--- src/rtl/core/qtss_pkg.sv ---
package qtss_pkg;

    // Table sizes and layout in the slot arrays
    localparam int RELIABLE_DEPTH = 4;
    localparam int LATEST_DEPTH   = 4;
    localparam int SAMPLE_DEPTH   = 4;
    localparam int BULK_DEPTH     = 4;
    localparam int MAX_LEN        = 256;

    localparam int REL_BASE   = 0;
    localparam int LAT_BASE   = REL_BASE + RELIABLE_DEPTH;
    localparam int SMP_BASE   = LAT_BASE + LATEST_DEPTH;
    localparam int BLK_BASE   = SMP_BASE + SAMPLE_DEPTH;
    localparam int SLOT_TOTAL = BLK_BASE + BULK_DEPTH;

    localparam int IDX_W = (SLOT_TOTAL > 1) ? $clog2(SLOT_TOTAL) : 1;
    localparam int CNT_W = $clog2(SLOT_TOTAL + 1);

    localparam int IN_W  = 152;
    localparam int OUT_W = 64;

    // Operation codes
    localparam logic [1:0] OP_ENQ   = 2'd0;
    localparam logic [1:0] OP_POLL  = 2'd1;
    localparam logic [1:0] OP_CLEAR = 2'd2;

    // Class codes
    localparam logic [2:0] CLS_REL  = 3'd0;
    localparam logic [2:0] CLS_LAT  = 3'd1;
    localparam logic [2:0] CLS_SMP  = 3'd2;
    localparam logic [2:0] CLS_BLK  = 3'd3;
    localparam logic [2:0] CLS_AUTO = 3'd4;

    localparam logic [1:0] QOS_REL = 2'd0;
    localparam logic [1:0] QOS_BLK = 2'd2;

    // Result status codes
    localparam logic [3:0] ST_NEW       = 4'd0;
    localparam logic [3:0] ST_REPLACED  = 4'd1;
    localparam logic [3:0] ST_EVICT_LAT = 4'd2;
    localparam logic [3:0] ST_EVICT_SMP = 4'd3;
    localparam logic [3:0] ST_REJECTED  = 4'd4;
    localparam logic [3:0] ST_FULL      = 4'd5;
    localparam logic [3:0] ST_SENT      = 4'd6;
    localparam logic [3:0] ST_IDLE      = 4'd7;
    localparam logic [3:0] ST_FLUSHED   = 4'd8;
    localparam logic [3:0] ST_NONE      = 4'd9;
    localparam logic [3:0] ST_CLEARED   = 4'd10;

    typedef enum logic [1:0] {
        S_IDLE,
        S_CHECK,
        S_SCAN,
        S_COMMIT
    } state_t;

    typedef struct packed {
        logic        ready;
        logic [11:0] length;
        logic [31:0] handle;
        logic [31:0] deadline_ms;
        logic [2:0]  priority_lvl;
        logic [1:0]  qos;
        logic        decode_ok;
        logic [2:0]  msg_class;
        logic [31:0] key;
        logic [31:0] now_ms;
        logic [1:0]  op;
    } item_t;

    // Controller to datapath
    typedef struct packed {
        logic load;
        logic start;
        logic step;
        logic commit;
    } dp_cmd_t;

    // Datapath to controller
    typedef struct packed {
        logic need_scan;
        logic scan_done;
        logic out_free;
    } dp_stat_t;

    function automatic logic [4:0] sat31(input logic [CNT_W-1:0] c);
        return (32'(c) > 32'd31) ? 5'd31 : 5'(c);
    endfunction

    function automatic logic is_table_last(input logic [IDX_W-1:0] i);
        return (32'(i) == LAT_BASE - 1) || (32'(i) == SMP_BASE - 1) ||
               (32'(i) == BLK_BASE - 1) || (32'(i) == SLOT_TOTAL - 1);
    endfunction

endpackage

--- src/rtl/core/qtss_ctrl.sv ---
module qtss_ctrl (
    input  logic              clk,
    input  logic              rst_n,
    input  logic              in_valid,
    output logic              in_ready,
    input  qtss_pkg::dp_stat_t stat,
    output qtss_pkg::dp_cmd_t  cmd
);
    import qtss_pkg::*;

    state_t state_reg, state_next;

    // State register
    always_ff @(posedge clk or negedge rst_n)
    begin
        if (!rst_n)
        begin
            state_reg <= S_IDLE;
        end
        else
        begin
            state_reg <= state_next;
        end
    end

    // Next state and commands
    always_comb
    begin
        state_next = state_reg;
        in_ready   = 1'b0;
        cmd        = '0;
        case (state_reg)
            S_IDLE:
            begin
                in_ready = 1'b1;
                if (in_valid)
                begin
                    cmd.load   = 1'b1;
                    state_next = S_CHECK;
                end
            end
            S_CHECK:
            begin
                cmd.start  = 1'b1;
                state_next = stat.need_scan ? S_SCAN : S_COMMIT;
            end
            S_SCAN:
            begin
                cmd.step = 1'b1;
                if (stat.scan_done)
                begin
                    state_next = S_COMMIT;
                end
            end
            S_COMMIT:
            begin
                if (stat.out_free)
                begin
                    cmd.commit = 1'b1;
                    state_next = S_IDLE;
                end
            end
            default:
            begin
                state_next = S_IDLE;
            end
        endcase
    end

endmodule

--- src/rtl/core/qtss_dp.sv ---
module qtss_dp (
    input  logic                      clk,
    input  logic                      rst_n,
    input  qtss_pkg::item_t           item,
    input  qtss_pkg::dp_cmd_t         cmd,
    output qtss_pkg::dp_stat_t        stat,
    output logic                      out_valid,
    input  logic                      out_ready,
    output logic [qtss_pkg::OUT_W-1:0] out_data
);
    import qtss_pkg::*;

    // Slot store
    logic [SLOT_TOTAL-1:0] used_reg, used_next;
    logic [31:0] key_mem   [SLOT_TOTAL];
    logic [31:0] order_mem [SLOT_TOTAL];
    logic [2:0]  pri_mem   [SLOT_TOTAL];
    logic [31:0] dl_mem    [SLOT_TOTAL];
    logic        hasdl_mem [SLOT_TOTAL];
    logic [31:0] hdl_mem   [SLOT_TOTAL];
    logic [11:0] len_mem   [SLOT_TOTAL];

    logic [31:0] order_reg;
    item_t       it_reg;

    // Scan trackers
    logic [IDX_W-1:0] idx_reg, idx_next, last_reg;
    logic             free_f_reg, key_f_reg, old_f_reg, cand_f_reg;
    logic [IDX_W-1:0] free_i_reg, key_i_reg, old_i_reg, cand_i_reg;
    logic [31:0]      old_o_reg, cand_o_reg;
    logic [2:0]       cand_p_reg;
    logic [31:0]      cand_h_reg;
    logic [11:0]      cand_l_reg;
    logic [CNT_W-1:0] exp_reg, cnt_reg;

    // Output register
    logic             ov_reg;
    logic [OUT_W-1:0] od_reg;

    // Resolved class and checks
    logic [2:0]       rcls;
    logic             bad;
    logic [IDX_W-1:0] base, last;
    logic             pending;

    always_comb
    begin
        rcls = it_reg.msg_class;
        if (it_reg.msg_class == CLS_AUTO)
        begin
            rcls = (it_reg.qos == QOS_REL) ? CLS_REL :
                   (it_reg.qos == QOS_BLK) ? CLS_BLK : CLS_LAT;
        end
        bad = (it_reg.length == 12'd0) || (32'(it_reg.length) > MAX_LEN) ||
              !it_reg.decode_ok;
        case (rcls)
            CLS_REL: begin base = IDX_W'(REL_BASE); last = IDX_W'(LAT_BASE - 1); end
            CLS_LAT: begin base = IDX_W'(LAT_BASE); last = IDX_W'(SMP_BASE - 1); end
            CLS_SMP: begin base = IDX_W'(SMP_BASE); last = IDX_W'(BLK_BASE - 1); end
            default: begin base = IDX_W'(BLK_BASE); last = IDX_W'(SLOT_TOTAL - 1); end
        endcase
        if (it_reg.op == OP_POLL)
        begin
            base = '0;
            last = IDX_W'(SLOT_TOTAL - 1);
        end
        pending = |used_reg;
    end

    logic scan_done;

    assign stat.need_scan = (it_reg.op == OP_ENQ && !bad && rcls < CLS_AUTO) ||
                            (it_reg.op == OP_POLL && pending && it_reg.ready);
    assign stat.out_free  = !ov_reg || out_ready;
    assign stat.scan_done = scan_done;

    // One scan step at idx_reg
    logic        u, expd, live, by_pri, take;
    logic [31:0] age;
    always_comb
    begin
        u      = used_reg[idx_reg];
        age    = it_reg.now_ms - dl_mem[idx_reg];
        expd   = u && hasdl_mem[idx_reg] && !age[31];
        live   = u && !expd;
        by_pri = 32'(idx_reg) < SMP_BASE;
        take   = live && (!cand_f_reg ||
                 (by_pri && pri_mem[idx_reg] > cand_p_reg) ||
                 (pri_mem[idx_reg] == cand_p_reg && order_mem[idx_reg] < cand_o_reg));
        idx_next = idx_reg + IDX_W'(1);
        if (it_reg.op == OP_POLL)
        begin
            scan_done = (idx_reg == last_reg) ||
                        (is_table_last(idx_reg) && (cand_f_reg || take));
        end
        else
        begin
            scan_done = (idx_reg == last_reg);
        end
    end

    // Commit decision
    logic             wr_en, send;
    logic [IDX_W-1:0] wr_i;
    logic [3:0]       st;
    logic [4:0]       ex_o, fl_o;
    always_comb
    begin
        wr_en = 1'b0;
        send  = 1'b0;
        wr_i  = free_i_reg;
        st    = ST_IDLE;
        ex_o  = 5'd0;
        fl_o  = 5'd0;
        case (it_reg.op)
            OP_ENQ:
            begin
                if (bad)
                begin
                    st = ST_REJECTED;
                end
                else
                begin
                    st = ST_FULL;
                    case (rcls)
                        CLS_REL, CLS_BLK:
                        begin
                            if (free_f_reg)
                            begin
                                wr_en = 1'b1;
                                st    = ST_NEW;
                            end
                        end
                        CLS_LAT:
                        begin
                            wr_en = 1'b1;
                            if (key_f_reg)
                            begin
                                wr_i = key_i_reg;
                                st   = ST_REPLACED;
                            end
                            else if (free_f_reg)
                            begin
                                st = ST_NEW;
                            end
                            else
                            begin
                                wr_i = old_i_reg;
                                st   = ST_EVICT_LAT;
                            end
                        end
                        CLS_SMP:
                        begin
                            wr_en = 1'b1;
                            if (free_f_reg)
                            begin
                                st = ST_NEW;
                            end
                            else
                            begin
                                wr_i = old_i_reg;
                                st   = ST_EVICT_SMP;
                            end
                        end
                        default:
                        begin
                            st = ST_FULL;
                        end
                    endcase
                end
            end
            OP_POLL:
            begin
                if (cnt_reg == '0)
                begin
                    st = ST_IDLE;
                end
                else if (!it_reg.ready)
                begin
                    st   = ST_FLUSHED;
                    fl_o = sat31(cnt_reg);
                end
                else
                begin
                    send = cand_f_reg;
                    st   = cand_f_reg ? ST_SENT : ST_NONE;
                    ex_o = sat31(exp_reg);
                end
            end
            OP_CLEAR:
            begin
                st = ST_CLEARED;
            end
            default:
            begin
                st = ST_IDLE;
            end
        endcase
    end

    // Used bits
    always_comb
    begin
        used_next = used_reg;
        if (cmd.step && it_reg.op == OP_POLL && expd)
        begin
            used_next[idx_reg] = 1'b0;
        end
        if (cmd.commit)
        begin
            if (wr_en)
            begin
                used_next[wr_i] = 1'b1;
            end
            if (send)
            begin
                used_next[cand_i_reg] = 1'b0;
            end
            if (it_reg.op == OP_CLEAR || (it_reg.op == OP_POLL && !it_reg.ready))
            begin
                used_next = '0;
            end
        end
    end

    // Control registers
    always_ff @(posedge clk or negedge rst_n)
    begin
        if (!rst_n)
        begin
            used_reg  <= '0;
            order_reg <= 32'd1;
            ov_reg    <= 1'b0;
        end
        else
        begin
            used_reg <= used_next;
            if (cmd.commit)
            begin
                if (wr_en)
                begin
                    order_reg <= order_reg + 32'd1;
                end
                if (it_reg.op == OP_CLEAR)
                begin
                    order_reg <= 32'd1;
                end
            end
            if (cmd.commit)
            begin
                ov_reg <= 1'b1;
            end
            else if (out_ready)
            begin
                ov_reg <= 1'b0;
            end
        end
    end

    // Payload, slot fields and scan trackers
    always_ff @(posedge clk)
    begin
        if (cmd.load)
        begin
            it_reg <= item;
        end
        if (cmd.start)
        begin
            idx_reg    <= base;
            last_reg   <= last;
            free_f_reg <= 1'b0;
            key_f_reg  <= 1'b0;
            old_f_reg  <= 1'b0;
            cand_f_reg <= 1'b0;
            exp_reg    <= '0;
            cnt_reg    <= CNT_W'($countones(used_reg));
        end
        if (cmd.step)
        begin
            idx_reg <= idx_next;
            if (it_reg.op == OP_POLL)
            begin
                if (expd)
                begin
                    exp_reg <= exp_reg + CNT_W'(1);
                end
                if (take)
                begin
                    cand_f_reg <= 1'b1;
                    cand_i_reg <= idx_reg;
                    cand_p_reg <= pri_mem[idx_reg];
                    cand_o_reg <= order_mem[idx_reg];
                    cand_h_reg <= hdl_mem[idx_reg];
                    cand_l_reg <= len_mem[idx_reg];
                end
            end
            else
            begin
                if (!u && !free_f_reg)
                begin
                    free_f_reg <= 1'b1;
                    free_i_reg <= idx_reg;
                end
                if (u && !key_f_reg && key_mem[idx_reg] == it_reg.key)
                begin
                    key_f_reg <= 1'b1;
                    key_i_reg <= idx_reg;
                end
                if (u && (!old_f_reg || order_mem[idx_reg] < old_o_reg))
                begin
                    old_f_reg <= 1'b1;
                    old_i_reg <= idx_reg;
                    old_o_reg <= order_mem[idx_reg];
                end
            end
        end
        if (cmd.commit && wr_en)
        begin
            key_mem[wr_i]   <= it_reg.key;
            order_mem[wr_i] <= order_reg;
            pri_mem[wr_i]   <= it_reg.priority_lvl;
            dl_mem[wr_i]    <= it_reg.now_ms + it_reg.deadline_ms;
            hasdl_mem[wr_i] <= it_reg.deadline_ms != 32'd0;
            hdl_mem[wr_i]   <= it_reg.handle;
            len_mem[wr_i]   <= it_reg.length;
        end
        if (cmd.commit)
        begin
            od_reg <= {5'd0, fl_o, ex_o,
                       send ? cand_l_reg : 12'd0,
                       send ? cand_h_reg : 32'd0,
                       send, st};
        end
    end

    assign out_valid = ov_reg;
    assign out_data  = od_reg;

endmodule

--- src/rtl/core/qos_transmit_slot_scheduler_unit.sv ---
// Transmit slot scheduler for four message classes.
// Input stream (s_axis): one beat is one command: enqueue a descriptor, poll
// for the next message to send, or clear all slots. Output stream (m_axis):
// exactly one result beat per command, in command order.
// Each command runs: take the beat, check it, scan one slot per cycle, and
// commit the result. An enqueue scans its own class table (4 slots); a poll
// scans the tables in class order and stops after the first table holding a
// live entry (up to 16 slots). Idle, rejected, offline and clear commands
// skip the scan.
// s_axis_tready is high only while no command is in progress.
// A result waits in the output register while the receiver stalls; the next
// command is still taken and processed, and only its commit waits for the
// output register to drain.
// Reset empties every slot and restarts the arrival order at one.
module qos_transmit_slot_scheduler_unit (
    input  logic                        clk,
    input  logic                        rst_n,
    input  logic                        s_axis_tvalid,
    output logic                        s_axis_tready,
    // op, now_ms, msg_key, msg_class, decode_ok, policy_qos, policy_priority,
    // policy_deadline_ms, payload_handle, payload_length, transport_ready
    input  logic [qtss_pkg::IN_W-1:0]   s_axis_tdata,
    output logic                        m_axis_tvalid,
    input  logic                        m_axis_tready,
    // status, out_valid, out_handle, out_length, expired_count,
    // flushed_count, zero pad
    output logic [qtss_pkg::OUT_W-1:0]  m_axis_tdata
);
    import qtss_pkg::*;

    dp_cmd_t  cmd;
    dp_stat_t stat;
    item_t    item;

    assign item = item_t'(s_axis_tdata);

    qtss_ctrl u_ctrl (
        .clk      (clk),
        .rst_n    (rst_n),
        .in_valid (s_axis_tvalid),
        .in_ready (s_axis_tready),
        .stat     (stat),
        .cmd      (cmd)
    );

    qtss_dp u_dp (
        .clk       (clk),
        .rst_n     (rst_n),
        .item      (item),
        .cmd       (cmd),
        .stat      (stat),
        .out_valid (m_axis_tvalid),
        .out_ready (m_axis_tready),
        .out_data  (m_axis_tdata)
    );

endmodule

--- config.mk ---
export PLATFORM = sky130hd
export DESIGN_NAME = qos_transmit_slot_scheduler_unit
export DESIGN_NICKNAME = d
export VERILOG_FILES = /design/src/rtl/core/qtss_pkg.sv /design/src/rtl/core/qtss_ctrl.sv /design/src/rtl/core/qtss_dp.sv /design/src/rtl/core/qos_transmit_slot_scheduler_unit.sv
export SDC_FILE = /design/constraint.sdc
export NUM_CORES = 2
export LEC_CHECK = 0
export BUFFER_PORTS_ARGS = -buffer_cell sky130_fd_sc_hd__buf_2
export CAP_MARGIN = 15
export CORE_AREA = 2 2 435 437
export CTS_BUF_LIST = sky130_fd_sc_hd__clkbuf_8
export DETAILED_ROUTE_END_ITERATION = 6
export DIE_AREA = 0 0 437 439
export PLACE_DENSITY = 0.73
export SETUP_SLACK_MARGIN = 0.15
export SYNTH_ARGS = -nofsm -noshare
export SYNTH_HDL_FRONTEND = slang
export SYNTH_SLANG_ARGS = --single-unit
--- constraint.sdc ---
create_clock -name clk -period 29.2 [get_ports clk]
set_input_delay 4.38 -clock clk [delete_from_list [all_inputs] [get_ports clk]]
set_output_delay 4.38 -clock clk [all_outputs]
set_load 0.05 [all_outputs]
==> metrics.txt <==
Initial Util=56.84%; skew final=approximately 0.1 ns; Synth Area in Simple Gates=2.141%; commonest non-fill, non-tap cell in the layout=edfxtp_1; count of input and output buffers=216; antenna violations before repair=4; Resize count post-CTS=0; TNS Setup=0 ns; prevailing post-synth register cell=edfxtp_1; WL/cell=27.60 µm; total power=10.06 mW; power density over the cells=about 85 nW/µm²; clock sink total=between 2000 and 3000; Post-layout nets=between 5000 and 6000; fmax=126.4 MHz; Post-Synth XOR/XNOR Area=0.7911%; gr usage total=23.70%; post-synthesis async set-or-reset flop share=1.877%; adder-cell area share of the yosys netlist=2.074%; Critical Path End Type=flip-flop; core area=about 190000 µm²; maximum clock insertion buffer count=4; Crit Reg-Reg Endpoint=u_dp.cand_h_reg[8]; Seq/Total Area, Yosys=76.40%; final hold violations=0; unrepaired setup endpoints after global routing=no; HPWL Detailed=between 100 and 150 mm; P_leak=around 39 nW; most frequent cells in the layout=edfxtp_1 (2653), mux4_2 (700), clkbuf_8 (427), inv_1 (308), buf_2 (216); crit path to=u_dp.cand_h_reg[8]; layout cells sized above 1=27.37%; CP Max Fanout=59; fillers=about 12000; hold depth=1; Slew HR=around 14%; Num CTS Buffers=419; WP data required=29.81 ns; Setup CP Type=flip-flop to flip-flop; number of global-route vias before repair=52010; Synth Area in Compound Gates=under 10%; chip width=437 µm; gr ovfl total=0; Final min period=7.911 ns; TritonRoute pass-1 iters=7; hold_buf cts=0; Post-Syn Area per Cell=22.02 µm²; # DRC=0; first-pass GRT wire length=335.7 mm; Max Cap Viol=0; Syn Inst Count=4826; Ys Warns=0; later-pin clock latency in the skew report=1.09 ns; pre-CTS setup slack=20.58 ns; H-Tree Level Count=5; Slew @ Worst Pin=1.293 ns; I/O Pins=between 200 and 250; CP startpoint kind=flip-flop; R2R cell count=15; CP arrival=8.52 ns; largest net degree at the start of global routing=~150; DIE AREA=191800 µm²; root buffer cell=clkbuf_8; Syn Std Cell Area=106300 µm²; Routed Antenna Nets=0; Vias=50520; FF-to-FF setup slack=21.29 ns; Detailed Route Iter0 Violations=5835; Final Max Slew Viols=0; FP Rows=159; Syn-to-layout area delta=11.07%; Final Setup Violations=0; CTS tree=built; setup bufs post-CTS=0; run status=complete, no violations; Die Ht=approximately 440 µm; number of synthesized flops with an enable pin=2653; Hold Path Class=flip-flop to flip-flop; worst vdd ir=roughly 0.058 mV; largest family of logic cells by synthesized area=multiplexers; final wirelength=225.8 mm; CTS clock-pin slew for the worst setup and hold paths=roughly 0.060 ns; final estimated routing congestion in global placement=0.8558; Tcrit/Tclk final=27.09%; Cell variety after synth=76; post-synthesis register bit count=around 2700; routed vias/inst=6.174; multiplexer share of the synthesized area=between 15 and 20%; final worst slack=21.29 ns
==> layer usage <==
| layer | track usage [%] | wire length [µm] | part of all wire, % |
|---|---|---|---|
| met4 | 7.764 | 6394 | 2.8 |
| met3 | 4.016 | 15380 | 6.8 |
| met2 | 39.25 | 114400 | 51 |
| met5 | 0 | 13 | 0.0058 |
| met1 | 32.53 | 89660 | 40 |
==> final cells by class <==
type                    instances  area (µm²)  area share, %
repair buffers                322        2056          1.741
multi-input cells            1755       23780          20.14
clock inverters               310        1411          1.196
inverters                     154       580.6         0.4918
clock buffers                 427        5877          4.978
diodes                          2       5.005       0.004240
well taps                    2495        3122          2.644
flip-flops and latches       2717       81220          68.80
==> worst min path at each step <==
stage                         start               to  slack, ns
floorplan            u_dp.old_f_reg   u_dp.old_f_reg       0.45
global placement    u_dp.exp_reg[0]  u_dp.exp_reg[0]       0.49
detailed placement   u_dp.old_f_reg   u_dp.old_f_reg       0.51
CTS                 u_dp.exp_reg[1]  u_dp.exp_reg[1]       0.52
global route        u_dp.exp_reg[2]  u_dp.exp_reg[2]       0.53
finish              u_dp.exp_reg[2]  u_dp.exp_reg[2]       0.52
==> power breakdown <==
| part | internal [mW] | leakage (nW) | switching, mW |
|---|---|---|---|
| Combinational | 1.12 | 10.1 | 1.38 |
| Clock | 1.40 | 4.32 | 1.40 |
| Sequential | 4.61 | 25.0 | 0.150 |
| Total | 7.13 | 39.4 | 2.93 |
==> logic make-up after synthesis <==
kind of cell,Yosys count
adders and majority gates,169
AOI/OAI and AO/OA,303
other,1
buffers and inverters,358
muxes,747
xor gates and xnor gates,96
and+or+nand+nor,435
DFF,2717
==> through the flow <==
| step | instances | hold slack (ns) | cell area, µm² | utilization (%) |
|---|---|---|---|---|
| final | 8182 | 0.5151 | 118100 | 63.13 |
| after global placement | 7427 | 0.4878 | 110600 | 59.15 |
| after floorplan | 4830 | 0.4465 | 106300 | - |
| after detailed placement | 7428 | 0.5096 | 110600 | 59.16 |
| after CTS | 8165 | 0.5206 | 117900 | 63.06 |
| after global routing | 8182 | 0.5338 | 118100 | 63.13 |
==> synth_stat cells, types with 28 or more instances <==
cell / instances / area share, %
buf_2: 51 / 0.24
a21oi_1: 86 / 0.40
nor2_1: 98 / 0.35
a21o_1: 38 / 0.27
edfxtp_1: 2653 / 75
buf_1: 47 / 0.17
xor2_1: 57 / 0.47
o21ai_0: 56 / 0.26
and3_1: 57 / 0.34
mux4_2: 700 / 15
nand2_1: 75 / 0.26
clkbuf_1: 91 / 0.32
mux2i_1: 39 / 0.37
inv_1: 153 / 0.54
and2_1: 28 / 0.16
ha_1: 157 / 1.8
nor3_1: 29 / 0.14
nand4_1: 32 / 0.19
xnor2_1: 39 / 0.32
dfrtp_1: 50 / 1.2
==> worst max-delay path, stage by stage, from the launching register on <==
cell,delay (ns)
dfxtp_4,0.75
buf_4,0.64
buf_4,0.76
buf_4,0.72
buf_4,0.80
mux4_2,0.60
mux4_2,0.54
ha_1,0.33
nand4_1,0.12
nor2_1,0.07
a211oi_1,0.24
o211ai_1,0.17
nor2_1,0.12
o41ai_1,0.12
a311oi_4,0.33
buf_4,0.86
(Power assumes the default switching activity.)
